## config.mk

```make
export PLATFORM = sky130hd
export DESIGN_NAME = display_test_pattern_generator_unit
export DESIGN_NICKNAME = d
export VERILOG_FILES = /design/src/hw/rtl/dtpg_pkg.sv /design/src/hw/rtl/dtpg_ctrl.sv /design/src/hw/rtl/dtpg_datapath.sv /design/src/hw/rtl/display_test_pattern_generator_unit.sv
export SDC_FILE = /design/constraint.sdc
export NUM_CORES = 1
export LEC_CHECK = 0
export BUFFER_PORTS_ARGS = -buffer_cell sky130_fd_sc_hd__buf_2
export CAP_MARGIN = 30
export CORE_MARGIN = 3
export CORE_UTILIZATION = 30
export DETAILED_ROUTE_END_ITERATION = 16
export PLACE_DENSITY_LB_ADDON = 0.08
export SLEW_MARGIN = 20
export SYNTH_ARGS = -nofsm -noshare
export SYNTH_HDL_FRONTEND = slang
export SYNTH_HIERARCHICAL = 1
export SYNTH_SLANG_ARGS = --single-unit
```

## constraint.sdc

```tcl
create_clock -name clock -period 7.4 [get_ports clock]
set_clock_uncertainty 0.2 [all_clocks]
set_input_delay 1.48 -clock clock [delete_from_list [all_inputs] [get_ports clock]]
set_output_delay 1.48 -clock clock [all_outputs]
set_load 0.05 [all_outputs]
```

## src/hw/rtl/dtpg_pkg.sv

```systemverilog
// Shared types, constants and colour tables of the display test pattern generator.
// Depends on nothing; every other file of the block imports it.

package dtpg_pkg;

   // Frame geometry
   localparam int FRAME_WIDTH  = 1280;
   localparam int FRAME_HEIGHT = 720;

   // Field widths
   localparam int X_W    = 11;
   localparam int Y_W    = 10;
   localparam int DT_W   = 20;
   localparam int COL_W  = 8;
   localparam int CSR_IDX_W  = 2;
   localparam int CSR_DATA_W = 5;

   // Width for comparisons against geometry thresholds (up to 8191)
   localparam int CMP_W = 13;

   // Ramp: v = cx * 255 / (FRAME_WIDTH - 1), by reciprocal plus one correction
   localparam int RAMP_DIV    = FRAME_WIDTH - 1;
   localparam int RECIP_SHIFT = 20;
   localparam int RAMP_RECIP  = (1 << RECIP_SHIFT) / RAMP_DIV;
   localparam int PROD_W      = 19;
   localparam int RECIP_W     = 17;

   localparam int BAND_H = FRAME_HEIGHT / 4;
   localparam int BAR_W  = FRAME_WIDTH / 8;
   localparam int STEP_W = FRAME_WIDTH / 16;

   // Strobe timing
   localparam int ACC_W     = 21;
   localparam int REM_W     = 19;
   localparam int DIV_STEPS = ACC_W;
   localparam int CNT_W     = 5;

   // Configuration register indexes
   localparam logic [CSR_IDX_W-1:0] CSR_PATTERN = 2'd0;
   localparam logic [CSR_IDX_W-1:0] CSR_COLOUR  = 2'd1;
   localparam logic [CSR_IDX_W-1:0] CSR_RATE    = 2'd2;

   // Pattern codes
   localparam logic [2:0] PAT_SOLID    = 3'd0;
   localparam logic [2:0] PAT_RAMPS    = 3'd1;
   localparam logic [2:0] PAT_GEOMETRY = 3'd2;
   localparam logic [2:0] PAT_BARS     = 3'd3;
   localparam logic [2:0] PAT_CHECKER  = 3'd4;
   localparam logic [2:0] PAT_STEPS    = 3'd5;
   localparam logic [2:0] PAT_STROBE   = 3'd6;

   // Input modes
   localparam logic MODE_PIXEL = 1'b0;
   localparam logic MODE_TICK  = 1'b1;

   localparam logic [2:0] RESET_PATTERN = PAT_SOLID;
   localparam logic [3:0] RESET_COLOUR  = 4'd0;
   localparam logic [4:0] RESET_RATE    = 5'd10;

   typedef struct packed {
      logic [COL_W-1:0] red;
      logic [COL_W-1:0] green;
      logic [COL_W-1:0] blue;
   } rgb_type;

   typedef enum logic [1:0] {
      ST_IDLE,
      ST_PIX,
      ST_DIV
   } ctrl_state_type;

   typedef struct packed {
      logic load_pix;
      logic start_div;
      logic div_step;
      logic load_rsp;
   } dtpg_cmd_type;

   typedef struct packed {
      logic strobe_sel;
      logic div_last;
   } dtpg_status_type;

   function automatic rgb_type solid_colour(input logic [3:0] idx);
      rgb_type c;
      case (idx) inside
         4'd0:    c = '{8'd255, 8'd0,   8'd0};
         4'd1:    c = '{8'd0,   8'd255, 8'd0};
         4'd2:    c = '{8'd0,   8'd0,   8'd255};
         4'd3:    c = '{8'd255, 8'd255, 8'd255};
         4'd4:    c = '{8'd0,   8'd0,   8'd0};
         4'd5:    c = '{8'd128, 8'd128, 8'd128};
         4'd6:    c = '{8'd0,   8'd255, 8'd255};
         4'd7:    c = '{8'd255, 8'd0,   8'd255};
         [4'd8:4'd15]: c = '{8'd255, 8'd255, 8'd0};
         default: c = '{8'd255, 8'd255, 8'd0};
      endcase
      return c;
   endfunction

   function automatic rgb_type bar_colour(input logic [2:0] idx);
      rgb_type c;
      case (idx)
         3'd0:    c = '{8'd255, 8'd255, 8'd255};
         3'd1:    c = '{8'd255, 8'd255, 8'd0};
         3'd2:    c = '{8'd0,   8'd255, 8'd255};
         3'd3:    c = '{8'd0,   8'd255, 8'd0};
         3'd4:    c = '{8'd255, 8'd0,   8'd255};
         3'd5:    c = '{8'd255, 8'd0,   8'd0};
         3'd6:    c = '{8'd0,   8'd0,   8'd255};
         default: c = '{8'd0,   8'd0,   8'd0};
      endcase
      return c;
   endfunction

   // Half strobe period in microseconds, floor(500000 / rate), rate clamped to 1..30
   function automatic logic [REM_W-1:0] half_period(input logic [4:0] rate);
      logic [REM_W-1:0] h;
      case (rate) inside
         5'd0, 5'd1: h = 19'd500000;
         5'd2:  h = 19'd250000;
         5'd3:  h = 19'd166666;
         5'd4:  h = 19'd125000;
         5'd5:  h = 19'd100000;
         5'd6:  h = 19'd83333;
         5'd7:  h = 19'd71428;
         5'd8:  h = 19'd62500;
         5'd9:  h = 19'd55555;
         5'd10: h = 19'd50000;
         5'd11: h = 19'd45454;
         5'd12: h = 19'd41666;
         5'd13: h = 19'd38461;
         5'd14: h = 19'd35714;
         5'd15: h = 19'd33333;
         5'd16: h = 19'd31250;
         5'd17: h = 19'd29411;
         5'd18: h = 19'd27777;
         5'd19: h = 19'd26315;
         5'd20: h = 19'd25000;
         5'd21: h = 19'd23809;
         5'd22: h = 19'd22727;
         5'd23: h = 19'd21739;
         5'd24: h = 19'd20833;
         5'd25: h = 19'd20000;
         5'd26: h = 19'd19230;
         5'd27: h = 19'd18518;
         5'd28: h = 19'd17857;
         5'd29: h = 19'd17241;
         default: h = 19'd16666;
      endcase
      return h;
   endfunction

endpackage

```

## src/hw/rtl/dtpg_ctrl.sv

```systemverilog
// Controller of the test pattern generator: handshakes, sequencing, result flag.
// Depends on dtpg_pkg.

module dtpg_ctrl import dtpg_pkg::*; (
   input  logic            clock,
   input  logic            reset,
   input  logic            req_valid,
   input  logic            req_mode,
   output logic            req_ready,
   output logic            rsp_valid,
   input  logic            rsp_ready,
   input  dtpg_status_type status,
   output dtpg_cmd_type    cmd
);

   ctrl_state_type state_ff, state_in;
   logic           rsp_valid_ff, rsp_valid_in;
   logic           out_free;
   logic           accept;

   assign out_free  = !rsp_valid_ff || rsp_ready;
   assign req_ready = (state_ff == ST_IDLE) || ((state_ff == ST_PIX) && out_free);
   assign accept    = req_valid && req_ready;
   assign rsp_valid = rsp_valid_ff;

   // Next state
   always_comb begin
      state_in = state_ff;
      case (state_ff)
         ST_IDLE, ST_PIX: begin
            if (state_ff == ST_PIX && !out_free) begin
               state_in = ST_PIX;
            end else if (accept && req_mode == MODE_PIXEL) begin
               state_in = ST_PIX;
            end else if (accept && status.strobe_sel) begin
               state_in = ST_DIV;
            end else begin
               state_in = ST_IDLE;
            end
         end
         ST_DIV: begin
            if (status.div_last) state_in = ST_IDLE;
         end
         default: state_in = ST_IDLE;
      endcase
   end

   // Outputs
   always_comb begin
      cmd           = '0;
      cmd.load_pix  = accept && (req_mode == MODE_PIXEL);
      cmd.start_div = accept && (req_mode == MODE_TICK) && status.strobe_sel;
      cmd.div_step  = (state_ff == ST_DIV);
      cmd.load_rsp  = (state_ff == ST_PIX) && out_free;
      if (cmd.load_rsp) begin
         rsp_valid_in = 1'b1;
      end else if (rsp_ready) begin
         rsp_valid_in = 1'b0;
      end else begin
         rsp_valid_in = rsp_valid_ff;
      end
   end

   always_ff @(posedge clock) begin
      if (reset) begin
         state_ff     <= ST_IDLE;
         rsp_valid_ff <= 1'b0;
      end else begin
         state_ff     <= state_in;
         rsp_valid_ff <= rsp_valid_in;
      end
   end

endmodule

```

## src/hw/rtl/dtpg_datapath.sv

```systemverilog
// Datapath of the test pattern generator: configuration, pattern colour,
// ramp divide, strobe divider and result registers. Depends on dtpg_pkg.

module dtpg_datapath import dtpg_pkg::*; (
   input  logic                  clock,
   input  logic                  reset,
   input  logic                  csr_we,
   input  logic [CSR_IDX_W-1:0]  csr_index,
   input  logic [CSR_DATA_W-1:0] csr_data,
   input  logic [X_W-1:0]        req_pixel_x,
   input  logic [Y_W-1:0]        req_pixel_y,
   input  logic [DT_W-1:0]       req_elapsed_us,
   input  dtpg_cmd_type          cmd,
   output dtpg_status_type       status,
   output logic [COL_W-1:0]      rsp_red,
   output logic [COL_W-1:0]      rsp_green,
   output logic [COL_W-1:0]      rsp_blue
);

   // Configuration
   logic [2:0] pattern_ff;
   logic [3:0] colour_ff;
   logic [4:0] rate_ff;

   always_ff @(posedge clock) begin
      if (reset) begin
         pattern_ff <= RESET_PATTERN;
         colour_ff  <= RESET_COLOUR;
         rate_ff    <= RESET_RATE;
      end else if (csr_we) begin
         case (csr_index)
            CSR_PATTERN: pattern_ff <= csr_data[2:0];
            CSR_COLOUR:  colour_ff  <= csr_data[3:0];
            CSR_RATE:    rate_ff    <= csr_data;
            default:     ;
         endcase
      end
   end

   assign status.strobe_sel = (pattern_ff == PAT_STROBE);

   // Strobe phase, read by the pixel stage and advanced by the divider
   logic             white_ff, white_in;

   // Pixel stage one: clamp column, scale by 255, estimate the quotient
   logic [X_W-1:0]     x_ff, cx;
   logic [Y_W-1:0]     y_ff;
   logic [PROD_W-1:0]  p_ff, p_in;
   logic [COL_W-1:0]   q0_ff, q0_in;
   logic [PROD_W+RECIP_W-1:0] est;

   assign cx    = ({{(CMP_W-X_W){1'b0}}, req_pixel_x} > CMP_W'(RAMP_DIV))
                  ? X_W'(RAMP_DIV) : req_pixel_x;
   assign p_in  = {cx, 8'd0} - {8'd0, cx};
   assign est   = (PROD_W+RECIP_W)'(p_in) * (PROD_W+RECIP_W)'(RAMP_RECIP);
   assign q0_in = COL_W'(est >> RECIP_SHIFT);

   always_ff @(posedge clock) begin
      if (cmd.load_pix) begin
         x_ff  <= req_pixel_x;
         y_ff  <= req_pixel_y;
         p_ff  <= p_in;
         q0_ff <= q0_in;
      end
   end

   // Pixel stage two: correct the ramp quotient and pick the colour
   logic [PROD_W:0]   qd, rem;
   logic [COL_W-1:0]  ramp_v;
   logic [CMP_W-1:0]  xc, yc;
   logic [2:0]        bar_idx;
   logic [3:0]        step_idx;
   logic [COL_W-1:0]  step_v;
   rgb_type           pix;

   assign qd     = (PROD_W+1)'(q0_ff) * (PROD_W+1)'(RAMP_DIV);
   assign rem    = {1'b0, p_ff} - qd;
   assign ramp_v = (rem >= (PROD_W+1)'(RAMP_DIV)) ? q0_ff + 8'd1 : q0_ff;
   assign xc     = CMP_W'(x_ff);
   assign yc     = CMP_W'(y_ff);

   always_comb begin
      bar_idx  = 3'd0;
      step_idx = 4'd0;
      for (int k = 1; k < 8; k++) begin
         if (xc >= CMP_W'(k * BAR_W)) bar_idx = 3'(k);
      end
      for (int k = 1; k < 16; k++) begin
         if (xc >= CMP_W'(k * STEP_W)) step_idx = 4'(k);
      end
   end

   assign step_v = {step_idx, step_idx};  // i * 17

   always_comb begin
      pix = '0;
      case (pattern_ff)
         PAT_SOLID: pix = solid_colour(colour_ff);
         PAT_RAMPS: begin
            if (yc < CMP_W'(BAND_H)) begin
               pix = '{ramp_v, ramp_v, ramp_v};
            end else if (yc < CMP_W'(2 * BAND_H)) begin
               pix.red = ramp_v;
            end else if (yc < CMP_W'(3 * BAND_H)) begin
               pix.green = ramp_v;
            end else begin
               pix.blue = ramp_v;
            end
         end
         PAT_BARS:    pix = bar_colour(bar_idx);
         PAT_CHECKER: pix = (x_ff[0] ^ y_ff[0]) ? '1 : '0;
         PAT_STEPS:   pix = '{step_v, step_v, step_v};
         PAT_STROBE:  pix = white_ff ? '1 : '0;
         default:     pix = '0;
      endcase
   end

   rgb_type rsp_ff;

   always_ff @(posedge clock) begin
      if (cmd.load_rsp) rsp_ff <= pix;
   end

   assign rsp_red   = rsp_ff.red;
   assign rsp_green = rsp_ff.green;
   assign rsp_blue  = rsp_ff.blue;

   // Strobe: restoring divide of (accumulator + elapsed) by the half period
   logic [ACC_W-1:0] acc_ff, acc_in;
   logic [ACC_W-1:0] dvd_ff;
   logic [REM_W-1:0] rem_ff, rem_next, half_ff;
   logic [CNT_W-1:0] cnt_ff;
   logic [REM_W:0]   trial;
   logic             qbit;

   assign trial    = {rem_ff, dvd_ff[ACC_W-1]};
   assign qbit     = trial >= {1'b0, half_ff};
   assign rem_next = qbit ? REM_W'(trial - {1'b0, half_ff}) : REM_W'(trial);
   assign status.div_last = (cnt_ff == CNT_W'(DIV_STEPS - 1));

   always_comb begin
      acc_in   = acc_ff;
      white_in = white_ff;
      if (cmd.div_step && status.div_last) begin
         acc_in   = ACC_W'(rem_next);
         white_in = white_ff ^ qbit;
      end
   end

   always_ff @(posedge clock) begin
      if (reset) begin
         acc_ff   <= '0;
         white_ff <= 1'b0;
      end else begin
         acc_ff   <= acc_in;
         white_ff <= white_in;
      end
   end

   always_ff @(posedge clock) begin
      if (reset) begin
         cnt_ff <= '0;
      end else if (cmd.start_div) begin
         cnt_ff <= '0;
      end else if (cmd.div_step) begin
         cnt_ff <= cnt_ff + 1'b1;
      end
   end

   always_ff @(posedge clock) begin
      if (cmd.start_div) begin
         dvd_ff  <= acc_ff + ACC_W'(req_elapsed_us);
         rem_ff  <= '0;
         half_ff <= half_period(rate_ff);
      end else if (cmd.div_step) begin
         dvd_ff  <= {dvd_ff[ACC_W-2:0], 1'b0};
         rem_ff  <= rem_next;
      end
   end

endmodule

```

## src/hw/rtl/display_test_pattern_generator_unit.sv

```systemverilog
// Top level of the display test pattern generator: controller plus datapath.
// Depends on dtpg_pkg, dtpg_ctrl and dtpg_datapath.
//
//   channel   direction  handshake            payload
//   req       in         req_valid/req_ready  req_mode, req_pixel_x, req_pixel_y, req_elapsed_us
//   rsp       out        rsp_valid/rsp_ready  rsp_red, rsp_green, rsp_blue
//   csr       in         csr_we (no wait)     csr_index, csr_data
//
// A pixel beat has its ramp quotient estimated by a reciprocal multiply at
// accept and corrected in the following cycle, which also loads the result
// register once the output is free, so pixels stream at one per clock while
// rsp_ready keeps up. A tick beat with the strobe selected occupies the block
// until the restoring divider is done (one quotient bit a cycle) and takes no
// new beat meanwhile; other ticks give no result.
// Reset is synchronous and active high: registers return to pattern 0, colour
// index 0, rate 10 Hz, accumulator zero, strobe black.
// A stalled result holds in the output register; one more pixel can sit in the
// first stage behind it, after which req_ready drops.

module display_test_pattern_generator_unit import dtpg_pkg::*; (
   input  logic                  clock,
   input  logic                  reset,
   input  logic                  req_valid,
   output logic                  req_ready,
   input  logic                  req_mode,
   input  logic [X_W-1:0]        req_pixel_x,
   input  logic [Y_W-1:0]        req_pixel_y,
   input  logic [DT_W-1:0]       req_elapsed_us,
   output logic                  rsp_valid,
   input  logic                  rsp_ready,
   output logic [COL_W-1:0]      rsp_red,
   output logic [COL_W-1:0]      rsp_green,
   output logic [COL_W-1:0]      rsp_blue,
   input  logic                  csr_we,
   input  logic [CSR_IDX_W-1:0]  csr_index,
   input  logic [CSR_DATA_W-1:0] csr_data
);

   dtpg_cmd_type    cmd;
   dtpg_status_type status;

   // Sequencing and handshakes
   dtpg_ctrl u_ctrl (
      .clock     (clock),
      .reset     (reset),
      .req_valid (req_valid),
      .req_mode  (req_mode),
      .req_ready (req_ready),
      .rsp_valid (rsp_valid),
      .rsp_ready (rsp_ready),
      .status    (status),
      .cmd       (cmd)
   );

   // Registers, colour logic and strobe divider
   dtpg_datapath u_datapath (
      .clock          (clock),
      .reset          (reset),
      .csr_we         (csr_we),
      .csr_index      (csr_index),
      .csr_data       (csr_data),
      .req_pixel_x    (req_pixel_x),
      .req_pixel_y    (req_pixel_y),
      .req_elapsed_us (req_elapsed_us),
      .cmd            (cmd),
      .status         (status),
      .rsp_red        (rsp_red),
      .rsp_green      (rsp_green),
      .rsp_blue       (rsp_blue)
   );

   // Never accept a beat while the divider runs
   assert property (@(posedge clock) disable iff (reset) cmd.div_step |-> !req_ready)
      else $error("beat accepted during strobe divide");

   // Never overwrite a result that has not been taken
   assert property (@(posedge clock) disable iff (reset)
                    cmd.load_rsp |-> (!rsp_valid || rsp_ready))
      else $error("pending result overwritten");

   // A started divide steps in the next cycle
   assert property (@(posedge clock) disable iff (reset) cmd.start_div |=> cmd.div_step)
      else $error("divide did not start");

   // A divide start only comes with a tick beat under the strobe pattern
   assert property (@(posedge clock) disable iff (reset)
                    cmd.start_div |-> (req_valid && req_ready && req_mode == MODE_TICK))
      else $error("divide started without a tick");

endmodule
```

==> results of run 1 <==
[per-layer routing]
layer | wire, microns | vias to the layer above | GRT usage
met5 | 0 | - | 0
met4 | 605 | 0 | 0.0373
met3 | 894 | 29 | 0.0242
met2 | 19100 | 133 | 0.253
met1 | 17800 | 5505 | 0.187
li1 | - | 5987 | -
[per-stage QoR]
| step | worst slack (ns) | std cells | setup TNS [ns] | util |
|---|---|---|---|---|
| final | 0.209 | 2479 | 0 | 0.363 |
| after floorplan | 0.0227 | 1626 | 0 | - |
| after CTS | 0.0885 | 2470 | 0 | 0.357 |
| after global routing | -0.0274 | 2479 | -0.0274 | 0.363 |
| after global placement | -0.444 | 2438 | -1.79 | 0.347 |
| after detailed placement | -0.398 | 2438 | -1.65 | 0.347 |
[what timing repair did]
action	4_1_cts	5_1_grt
resized for setup	0	25
buffers inserted	0	10
endpoints found under the hold margin	0	0
endpoints found under the setup margin	0	5
[layout make-up]
| class | instances | share of cell area |
|---|---|---|
| Clock buffer | 18 | 0.0235 |
| Clock inverter | 14 | 0.00623 |
| Inverter | 259 | 0.0534 |
| Sequential cell | 167 | 0.242 |
| Timing Repair Buffer | 195 | 0.0697 |
| Tap cell | 672 | 0.0460 |
| Multi-Input combinational cell | 1154 | 0.559 |
[worst max-delay path by stage]
stage | from | cells past startpoint | end
3_3_place_gp | req_pixel_x[9] | 28 | u_datapath/q0_ff[7]
2_1_floorplan | req_pixel_x[10] | 28 | u_datapath/q0_ff[7]
4_1_cts | req_pixel_x[9] | 28 | u_datapath/q0_ff[7]
6_report | req_pixel_x[9] | 26 | u_datapath/q0_ff[5]
3_5_place_dp | req_pixel_x[9] | 28 | u_datapath/q0_ff[7]
5_1_grt | req_pixel_x[9] | 26 | u_datapath/q0_ff[5]
[worst register-to-register path: stages (launching register included)]
cell and delay (ns):
edfxtp_1 0.53, inv_1 0.27, fa_1 0.56, inv_1 0.05
fa_1 0.49, inv_1 0.05, fa_1 0.48, inv_1 0.06
fa_1 0.53, inv_1 0.05, ha_1 0.37, a211oi_1 0.37
o21bai_1 0.19, o311ai_2 0.38, a21o_1 0.20, a311oi_1 0.10
a211oi_1 0.49, nand3_1 0.25, xnor2_1 0.57, o21ai_0 0.19
[flip-flops by register name (all words and copies together), names as in the netlist]
| signal | flops |
|---|---|
| u_datapath/dvd_ff | 21 |
| u_datapath/acc_ff | 19 |
| u_datapath/half_ff | 19 |
| u_datapath/p_ff | 19 |
| u_datapath/rem_ff | 19 |
| u_datapath/y_ff | 9 |
| u_datapath/q0_ff | 8 |
| u_datapath/rsp_blue | 8 |
| u_datapath/rsp_green | 8 |
| u_datapath/rsp_red | 8 |
| u_datapath/x_ff | 8 |
| u_datapath/cnt_ff | 5 |
| u_datapath/rate_ff | 5 |
| u_datapath/colour_ff | 4 |
| u_datapath/pattern_ff | 3 |
| u_ctrl/state_ff | 2 |
| u_ctrl/rsp_valid | 1 |
| u_datapath/white_ff | 1 |
[cell families (layout without fill, tap and decap cells)]
group / after synthesis / after routing / share of synthesized area
compound gates: 364 / 364 / 0.159
xor+xnor: 83 / 83 / 0.0473
fa+ha+maj: 292 / 292 / 0.284
buf+inv: 305 / 486 / 0.0751
flops: 167 / 167 / 0.288
mux: 46 / 46 / 0.0313
simple gates: 369 / 369 / 0.116
[cell usage in the layout, fill, tap and decap left out, types with 10 or more instances in the layout]
cell,n
nand2b_1,18
ha_4,14
and2_1,15
a21oi_1,81
nand3_1,14
o21ai_0,70
a21o_1,26
a31oi_1,12
nand4_1,12
nor2b_1,15
mux2_2,17
o21a_1,10
buf_4,116
xor2_1,23
nor3_1,36
o211ai_1,14
buf_2,78
nand2_1,71
edfxtp_1,108
nor2_1,127
inv_1,255
ha_1,180
fa_1,95
a211oi_1,50
dfxtp_1,59
mux2i_1,29
o21ai_1,12
xnor2_1,53
clkbuf_16,17
==> flow_summary.yaml, run 1 <==
run_status:
  status: "finished, final reports clean"
yosys:
  syn_nets: 1971
  synth_top_cell_by_area: "edfxtp_1"
  synth-async-reset-ratio: 0
  ys.flop_type: "edfxtp_1"
  yosys_register_bits: 167
  synth-edff-count: 108
  syn_inst: 1626
  ys_warn_count: 6
  post_synth.cell_area_avg_sq_um: 9.46
  synth.area.top_cells: "edfxtp_1 21%, ha_1 16%, fa_1 12%"
  yosys.area.top_type_share: 0.211
  synth_seq_area_share: 0.288
  ys_top_cells_by_count: "258 x inv_1, 196 x ha_1, 131 x nor2_1"
  ys_types: 79
  synth_area_sq_um: 15400
  yosysMostFrequentCell: "inv_1"
drt:
  finalWirelength_microns: 38500
  initialDrtViolationCount: 558
  drc: 0
  drt_pre_antenna_iters: 5
  vias_per_cell: 4.70
  vias: 11654
  wire_per_inst_microns: 15.5
  antenna_left: 0
grt:
  grt_max_degree: 48
  grt_pass1_wl_microns: 62300
  antenna_found_initial: 0
  grt_remaining_overflow: 0
  grt_pass1_vias: 11697
  grt_usage: 0.145
setup_path:
  max_stage_delay_ns: 0.56
  r2r_cells: 19
  reg2reg_slack_ns: 0.74
  cpMostUsedCell: "fa_1"
  cp_top_family: "adder cells"
  slowest_stage: "fa_1"
  r2r_end: "u_datapath/rsp_red[0]"
  endpoint_kind: "flop"
  path_max_fanout: 4
  reg2reg_from: "u_datapath/q0_ff[0]"
  crit_path_start_kind: "input port"
  crit_required_ns: 7.40
  crit_arrival_ns: 7.20
  critical_path_class: "in2reg"
  critPathBufInv: 3
sta:
  maxSlewViolCount: 0
  holdWs_ns: 0.305
  tightestPinTransition_ns: 0.843
  hold_violations: 0
  fmaxAchievable_mhz: 139
  post-route-min-period_ns: 7.19
  setup_viol: 0
  final.period_utilization: 0.972
  slew_headroom: 0.438
finish:
  final-seq-area_sq_um: 4420
  syn_to_final_growth_pct: 18.7
  fillers: 5156
  n_antenna_cell: 0
  final_nets: 2139
  stdcell_area_sq_um: 18300
  layout-drive-gt1-share: 0.173
  multi_input_area_sq_um: 10200
floorplanning:
  fp.dieH_microns: 232
  die_w_microns: 232
  coreArea_sq_um: 50400
  fp-row-count: 82
  ioPinCount: 80
  start_util: 0.305
  dieArea_sq_um: 54000
clock_tree:
  worst_skew_pair.late_latency_ns: 0.46
  cts_max_path_buffers: 2
  cts_hold_buffers: 0
  htreeDepth: 4
  clockRootBuffer: "clkbuf_16"
  cts_buffers: 17
  clkSlewWorstSetupHoldPaths_ns: 0.07
  clock-sinks: 167
  cts_tree: "done"
min_path:
  whs_endpoint: "u_datapath/acc_ff[4]"
  hold_path.startpoint: "u_datapath/acc_ff[4]"
  hold_depth: 2
  hp-class: "reg2reg"
place:
  placed_cell_area_sq_um: 17500
  place.gp.congestion: 0.823
  io_buffer_count: 78
  dp_hpwl_microns: 31600
run:
  maxCapViolCount: 0
Power of run 1 is left out: the tool's default activity adds up to more than one toggle a clock period on the data nets, which glitch-free logic cannot reach.
==> run 2: changes to the inputs <==
- SETUP_SLACK_MARGIN: not set -> 0.3
==> run 2 against run 1 <==
Net effect: register-to-register slack improved by 0.02 ns; routed wire length rose by 0.51%; final area rose by 1.6%; critical path depth rose by 1; non-clock buffer count rose by 6; global-route usage rose by 0.063 points; sequential share of layout area fell by 0.38 points; maximum frequency fell by 0.59%; die area did not move; flip-flop and latch count did not move.
==> flow_summary.yaml, run 2 (synthesis gave the netlist of run 1 again) <==
place:
  place.gp.congestion: 0.816
  dp_hpwl_microns: 31700
  io_buffer_count: 78
min_path:
  hold_depth: 2
  hold_path.startpoint: "u_datapath/acc_ff[12]"
  hp-class: "reg2reg"
grt:
  grt_remaining_overflow: 0
  grt_usage: 0.146
  antenna_found_initial: 0
  grt_pass1_vias: 11818
  grt_max_degree: 48
  grt_pass1_wl_microns: 62700
clock_tree:
  htreeDepth: 4
  cts_tree: "done"
  clockRootBuffer: "clkbuf_16"
  cts_buffers: 17
  clkSlewWorstSetupHoldPaths_ns: 0.06
  cts_hold_buffers: 0
  clock-sinks: 167
  cts_max_path_buffers: 2
  worst_skew_pair.late_latency_ns: 0.45
setup_path:
  crit_required_ns: 7.39
  endpoint_kind: "flop"
  path_max_fanout: 4
  critical_path_class: "in2reg"
  reg2reg_from: "u_datapath/q0_ff[5]"
  crit_start: "req_pixel_x[9]"
  r2r_cells: 17
  crit_path_start_kind: "input port"
  crit_arrival_ns: 7.23
finish:
  fillers: 5071
  largest_register_ff_count: 21
  final_nets: 2145
  final_cell_mix: "246 x inv_1, 177 x ha_1, 125 x nor2_1"
  layout-drive-gt1-share: 0.190
  regMostFlops: "u_datapath/dvd_ff"
  final_common_cell: "inv_1"
  n_antenna_cell: 0
  syn_to_final_growth_pct: 20.6
run_status:
  status: "finished, final reports clean"
drt:
  drt_pre_antenna_iters: 5
  wire_per_inst_microns: 15.6
  antenna_left: 0
  initialDrtViolationCount: 590
  vias_per_cell: 4.71
  drc: 0
  finalWirelength_microns: 38600
  vias: 11710
floorplanning:
  ioPinCount: 80
  die_w_microns: 232
  dieArea_sq_um: 54000
  start_util: 0.305
  fp-row-count: 82
  fp.dieH_microns: 232
  coreArea_sq_um: 50400
sta:
  hold_violations: 0
  maxSlewViolCount: 0
  fmaxAchievable_mhz: 138
  setup_viol: 0
  post-route-min-period_ns: 7.23
  final.period_utilization: 0.978
  rsz0062_at_grt: "yes"
  slew_headroom: 0.450
  tightestPinTransition_ns: 0.824
  tns_ns: 0
run:
  maxCapViolCount: 0
## run 2: worst paths after layout
check / to / slack [ns]
max: u_datapath/q0_ff[7] / 0.17
min reg2reg: u_datapath/acc_ff[12] / 0.31
min: u_datapath/acc_ff[12] / 0.31
max reg2reg: u_datapath/rsp_green[3] / 0.76
## run 2: final cells by class
cell class / count / area [sq um] / area share
clock inverter: 8 / 81.3 / 0.00438
multi-input combinational: 1154 / 10400 / 0.558
timing repair buffer: 201 / 1360 / 0.0734
inverter: 259 / 981 / 0.0529
tap: 672 / 841 / 0.0453
sequential: 167 / 4420 / 0.238
clock buffer: 24 / 514 / 0.0277
## run 2: routing by layer
layer  track usage  wire length [microns]
met5             0                      0
met4        0.0475                    890
met1         0.186                  17600
met3        0.0225                    968
met2         0.252                  19200
## run 2: critical path: stages
cell and delay, ns:
buf_8 0.10, nor2_4 0.11, nor2_4 0.06, buf_12 0.12, nor2_4 0.09, inv_2 0.07, ha_4 0.25, a21o_1 0.18
a21oi_2 0.17, o211ai_1 0.15, or4_4 0.60, xor2_4 0.21, ha_4 0.27, inv_2 0.03, fa_1 0.51, inv_2 0.04
fa_1 0.52, fa_1 0.46, ha_4 0.30, ha_4 0.20, a21o_1 0.18, a31oi_1 0.18, o31a_1 0.26, o21ai_2 0.09
o41ai_2 0.34, o21ba_2 0.20, xnor2_1 0.06
## run 2: metrics by stage
| stage | hold WS [ns] | util | setup slack [ns] | cells | cell area (sq um) |
|---|---|---|---|---|---|
| after CTS | 0.309 | 0.365 | 0.286 | 2479 | 18400 |
| after global placement | 0.293 | 0.348 | -0.385 | 2437 | 17600 |
| after detailed placement | 0.299 | 0.348 | -0.399 | 2437 | 17600 |
| after floorplan | 0.251 | - | 0.0719 | 1626 | 15700 |
| after global routing | 0.325 | 0.368 | -0.0173 | 2485 | 18600 |
| final | 0.306 | 0.368 | 0.166 | 2485 | 18600 |
## run 2: timing repair
item,in CTS,in global routing
pin swaps,43,50
gates cloned,0,0
gates resized for setup,29,26
setup buffers,10,6
setup endpoints to repair,5,7
Power of run 2 is left out for the same reason.
